### config.mk
export PLATFORM = sky130hd
export DESIGN_NAME = swmf_median
export DESIGN_NICKNAME = d
export VERILOG_FILES = /design/src/sv/swmf_pkg.sv /design/src/sv/swmf_median.sv
export SDC_FILE = /design/constraint.sdc
export NUM_CORES = 1
export LEC_CHECK = 0
export BUFFER_PORTS_ARGS = -buffer_cell sky130_fd_sc_hd__buf_2
export CAP_MARGIN = 20
export CORE_AREA = 2 2 173 175
export DETAILED_ROUTE_END_ITERATION = 10
export DIE_AREA = 0 0 175 177
export GPL_TIMING_DRIVEN = 0
export PLACE_DENSITY = 0.56
export REMOVE_ABC_BUFFERS = 1
export SYNTH_ARGS = -nofsm -noshare
export SYNTH_HDL_FRONTEND = slang
export SYNTH_SLANG_ARGS = --single-unit
### constraint.sdc
create_clock -name vclk -period 7.74
set_input_delay 0.774 -clock vclk [all_inputs]
set_output_delay 0.774 -clock vclk [all_outputs]
set_load 0.05 [all_outputs]
### src/sv/swmf_pkg.sv
package swmf_pkg;

    // payload widths
    localparam int PIX_W   = 8;
    localparam int COORD_W = 11;
    localparam int SIZE_W  = 12;

    // stream data widths
    localparam int IN_TDATA_W  = 8;
    localparam int OUT_TDATA_W = 32;

    // register port
    localparam int APB_AW = 3;
    localparam int APB_DW = 32;

    // register reset values and size limit
    localparam logic [SIZE_W-1:0] WIDTH_RESET  = 12'd640;
    localparam logic [SIZE_W-1:0] HEIGHT_RESET = 12'd480;
    localparam logic [SIZE_W-1:0] COUNT_LIMIT  = 12'd2048;

    // register index, taken from paddr bit 2
    typedef enum logic {
        REG_IMAGE_WIDTH  = 1'b0,
        REG_IMAGE_HEIGHT = 1'b1
    } swmf_reg_t;

endpackage

### src/sv/swmf_median.sv
module swmf_median
    import swmf_pkg::*;
#(
    parameter int WINDOW = 3
)
(
    input  logic [PIX_W-1:0] win [WINDOW*WINDOW],
    output logic [PIX_W-1:0] median
);

    localparam int N   = WINDOW * WINDOW;
    localparam int MID = (N - 1) / 2;
    localparam int RW  = $clog2(N);

    logic [N-1:0]    below [N];
    logic [RW-1:0]   rank  [N];
    logic [PIX_W-1:0] pick [N];

    // stable rank of every element: smaller values, or equal values further left
    always_comb
    begin
        for (int i = 0; i < N; i++)
        begin
            for (int j = 0; j < N; j++)
            begin
                if (j < i)
                    below[i][j] = (win[j] <= win[i]);
                else if (j > i)
                    below[i][j] = (win[j] < win[i]);
                else
                    below[i][j] = 1'b0;
            end
            rank[i] = RW'($countones(below[i]));
        end
    end

    // exactly one element holds the middle rank
    always_comb
    begin
        median = '0;
        for (int i = 0; i < N; i++)
        begin
            pick[i] = (rank[i] == RW'(MID)) ? win[i] : '0;
            median  = median | pick[i];
        end
    end

endmodule

Word-level counts from Yosys, hierarchy flattened
Index checks and enable logic that the tools add are counted.
{"block": "classes", "add_sub_neg": 63, "div": 0, "n_bitwise": 8, "n_eq_ne": 9, "n_shift": 0, "magnitude_cmp": 72, "mux": 9, "mul": 0, "reduce_logical": 0}
{"op": "8-bit <= comparator", "n": 36}
{"op": "8-bit < comparator", "n": 36}
{"op": "8-bit 2-to-1 mux", "n": 9}
{"op": "8-bit bitwise OR", "n": 8}
{"op": "1-bit by 1-bit adder with 2-bit output", "n": 28}
{"op": "3-bit by 3-bit adder with 4-bit output", "n": 9}
{"op": "4-bit by 3-bit == test with 1-bit output, second input constant", "n": 9}
{"op": "4-bit by 1-bit adder with 4-bit output", "n": 8}
{"op": "2-bit by 2-bit adder with 3-bit output", "n": 10}
{"op": "1-bit by 2-bit adder with 3-bit output", "n": 4}
{"op": "2-bit by 1-bit adder with 3-bit output", "n": 4}
{"block": "totals", "memories": 0, "mem_bits_rw": 0, "regBits": 0, "rom_bits": 0, "latchBits": 0}

Longest topological paths before layout
{"block": "depth", "depth_word": 15, "mapped_depth": 20}

Worst setup path before layout
No wires, ideal clock.
{"block": "synth_path", "path_kind": "input -> output", "from": "input win[50] (netlist name)", "to": "output median[0]", "setup_slack_ns": 1.260, "path_stages": 19, "arrival_ns": 5.706, "required_time_ns": 6.966, "path_cell_list": "inv_1 ha_1 a21o_1 a221o_1 a221oi_1 a31oi_1 fa_1 inv_1 fa_1 fa_1 inv_1 ha_1 inv_1 fa_1 nor3b_1 a41o_4 and2_4 a2111oi_4 nand4_1"}
{"block": "synth_via", "elab_chain_len": 15, "elab_cells_between_ends": 79, "cone_classes": "add/sub: 37; order compare: 16; eq/ne: 9; mux: 9; bitwise: 8"}
{"item": "from (decl)", "line_no": "swmf_median.sv:7", "rtl": "input logic [PIX_W-1:0] win [WINDOW*WINDOW],"}
{"item": "8-bit < comparator", "line_no": "swmf_median.sv:29", "rtl": "below[i][j] = (win[j] < win[i]);"}
{"item": "1-bit by 1-bit adder with 2-bit output (implied by the code)", "line_no": "swmf_median.sv:33", "rtl": "rank[i] = RW'($countones(below[i]));"}
{"item": "1-bit by 2-bit adder with 3-bit output (implied by the code)", "line_no": "swmf_median.sv:33"}
{"item": "3-bit by 3-bit adder with 4-bit output (implied by the code)", "line_no": "swmf_median.sv:33"}
{"item": "4-bit by 1-bit adder with 4-bit output (implied by the code)", "line_no": "swmf_median.sv:33"}
{"item": "4-bit by 3-bit == test with 1-bit output", "line_no": "swmf_median.sv:43", "rtl": "pick[i] = (rank[i] == RW'(MID)) ? win[i] : '0;"}
{"item": "8-bit 2-to-1 mux", "line_no": "swmf_median.sv:43"}
{"item": "8-bit bitwise OR (7 in a row)", "line_no": "swmf_median.sv:44", "rtl": "median = median | pick[i];"}
{"item": "8-bit bitwise OR *", "line_no": "swmf_median.sv:44"}
{"item": "to (decl)", "line_no": "swmf_median.sv:8", "rtl": "output logic [PIX_W-1:0] median"}
Mark *: on every way between the ends. The rest lies on a longest branch, timed or not.

Worst setup path in the final report
{"block": "layout_path", "from": "input win[27] (netlist name)", "to": "output median[6]"}
{"block": "layout_via", "elab_chain_len": 15, "elab_cells_between_ends": 79, "cone_classes": "add/sub: 37; order compare: 16; eq/ne: 9; mux: 9; bitwise: 8"}
{"item": "8-bit < comparator", "line_no": "swmf_median.sv:29"}
{"item": "1-bit by 1-bit adder with 2-bit output (implied by the code)", "line_no": "swmf_median.sv:33"}
{"item": "2-bit by 2-bit adder with 3-bit output (implied by the code)", "line_no": "swmf_median.sv:33"}
{"item": "3-bit by 3-bit adder with 4-bit output (implied by the code)", "line_no": "swmf_median.sv:33"}
{"item": "4-bit by 1-bit adder with 4-bit output (implied by the code)", "line_no": "swmf_median.sv:33"}
{"item": "4-bit by 3-bit == test with 1-bit output", "line_no": "swmf_median.sv:43"}
{"item": "8-bit 2-to-1 mux", "line_no": "swmf_median.sv:43"}
{"item": "8-bit bitwise OR (7 in a row)", "line_no": "swmf_median.sv:44"}
{"item": "8-bit bitwise OR *", "line_no": "swmf_median.sv:44"}
Marks and branches as above.

==> impl_metrics.tcl <==
set metrics [dict create \
    outcome "finished, final reports clean" \
    ys_seq_area_share_pct 0 \
    drt-vias-per-instance 5.714 \
    fill_cells 3118 \
    drt_iter0_drc 630 \
    fin_util_pct 32.61 \
    gp_congestion 0.8955 \
    timing.hold.ws_ps 2142 \
    final_cell_mix "ha_1, inv_1, buf_2" \
    grt_pass1_wl_mm 49.41 \
    regArea_um2 0 \
    hold_path_startpoint "win[21]" \
    cp.arrival_ps 6750 \
    required_ps 6970 \
    n_antenna_cell 0 \
    post-route-min-period_ps 7522 \
    vias 8474 \
    final_common_cell "ha_1" \
    critical_path.top_delay_family "adder cells" \
    tightest_slew_ps 1142 \
    n_clock_buffer 0 \
    hold_viol 0 \
    synth_cell_types 54 \
    slew_viol_final 0 \
    port_buffers 80 \
    internal_power_mw 0.6675 \
    cp_num_buf_inv 5 \
    antenna_found_initial 0 \
    drive_above_1_share_pct 8.692 \
    path_cells "buf_2 > inv_1 > ha_1 > and3_1 > a221o_1 > a221oi_2 > a31oi_1 > fa_1 > inv_1 > fa_1 > fa_1 > ha_1 > inv_1 > fa_1 > nand4b_1 > a211oi_4 > o21ai_0 > and4_1 > nand4_1 > buf_2" \
    finalSetupViolCount 0 \
    power_frac_clock_pct 0 \
    core-area_um2 29240 \
    hp-class "in2out" \
    switching_share_pct 65.13 \
    first_global_vias 8244 \
    design.seq.count 0 \
    fin_tns_setup_ps 0 \
    criticalPathCategory "in2out" \
    ir_drop_mv 0.6605 \
    rsz0062_at_grt "no" \
    overflow 0 \
    slowest_stage "fa_1" \
    dp_hpwl_mm 27.09 \
    drt-total-wl_mm 32.49 \
    row_count 63 \
    critPathMaxStageDelay_ps 640 \
    p_switching_mw 1.247 \
    chipWidth_um 175 \
    yosysWarnings 0 \
    p_comb_share_pct 100.0 \
    p_total_mw 1.914 \
    path_max_fanout 8 \
    critPathLaunchType "primary input" \
    power_frac_seq_pct 0 \
    design_area_um2 9538 \
    syn-instance-count 1014 \
    start_util_pct 29.52 \
    wl_per_cell_um 21.91 \
    syn_to_final_growth_pct 10.49 \
    drcViolationCount 0 \
    antenna_left 0 \
    powerDensity_nw_per_um2 200.7 \
    dieArea_um2 30980 \
    boundaryPins 80 \
    path_common_cell "fa_1" \
    fin_nets 1518 \
    cp-end-kind "output pin" \
    cp-startpoint "win[27]" \
    fin_crit_sh_pct 97.18 \
    syn_area_um2 8632 \
    grtUsageTotal_pct 20.83 \
    grt_start_max_net_pins 11 \
    slew_headroom_pct 23.66 \
    maxCapViolCount 0 \
    die_y_um 177 \
    place_area_um2 9515 \
    leakage_nw 5.126 \
    fmax_mhz 133.0 \
    syn_avg_cell_area_um2 8.513 \
    multiInputGateArea_um2 8169 \
    dr.pass1.iters 6 \
]
final cells by class:
cell class	instances	area share (%)
multi-input cells	885	85.65
inverters	128	5.037
repair buffers	80	4.198
well taps	390	5.116
through the flow:
step	cells	setup WS, ps
5_1_grt	1483	30.92
4_1_cts	1483	8.856
6_report	1483	218.3
3_5_place_dp	1483	58.00
3_3_place_gp	1483	16.29
2_1_floorplan	1013	1260
layer usage:
metal	global-route usage [%]	wire (um)	up-vias
met5	0	0	-
met4	3.542	590	0
met3	2.040	2135	35
met2	34.52	14220	318
met1	29.60	15540	4046
li1	-	-	4075
cells in the mapped netlist, types with 3 or more instances:
master / number / area [um2]
o2111ai_1: 5 / 43.79
a21o_1: 78 / 585.6
nor4b_2: 4 / 60.06
nand4_1: 55 / 344.1
o22a_1: 4 / 35.03
nor2b_1: 17 / 106.4
o21a_1: 15 / 112.6
o22ai_1: 23 / 143.9
inv_1: 128 / 480.5
nor2_1: 37 / 138.9
a211oi_1: 17 / 127.6
a221oi_1: 4 / 35.03
a22o_1: 13 / 113.9
a221o_1: 3 / 30.03
o31a_1: 4 / 35.03
nand2_1: 24 / 90.09
nand3_1: 25 / 125.1
and3_1: 6 / 37.54
ha_1: 315 / 3941
nand2b_1: 14 / 87.58
fa_1: 36 / 720.7
o21ai_0: 41 / 205.2
a32oi_1: 3 / 26.28
and4_1: 7 / 61.31
a22oi_1: 22 / 165.2
a21oi_1: 63 / 315.3
nand4b_1: 5 / 43.79
o21ai_1: 13 / 65.06
a31oi_1: 3 / 18.77
power groups by stage:
stage,combinational (mW),clock (mW),sequential (mW)
after floorplan,1.34,0,0
after global placement,1.82,0,0
after detailed placement,1.86,0,0
after CTS,1.87,0,0
after global routing,2.08,0,0
final,1.91,0,0
final timing paths:
path / endpoint / slack, ps / depth (start not counted)
setup / recovery: median[6] / 220 / 20
hold / removal: median[5] / 2140 / 4
kinds of logic after synthesis:
family	share of synthesized area (%)
adder cells (fa/ha/maj)	54.01
AND/OR/NAND/NOR	14.39
buffers and inverters	5.624
AO/OA/AOI/OAI	25.97
timing repair:
| action | in CTS | in global routing |
|---|---|---|
| hold buffers | 0 | 0 |
| gates resized for setup | 0 | 3 |
| buffers inserted | 0 | 0 |
| setup endpoints to repair | 0 | 8 |
Note: power is estimated with default switching activity, not from simulation.
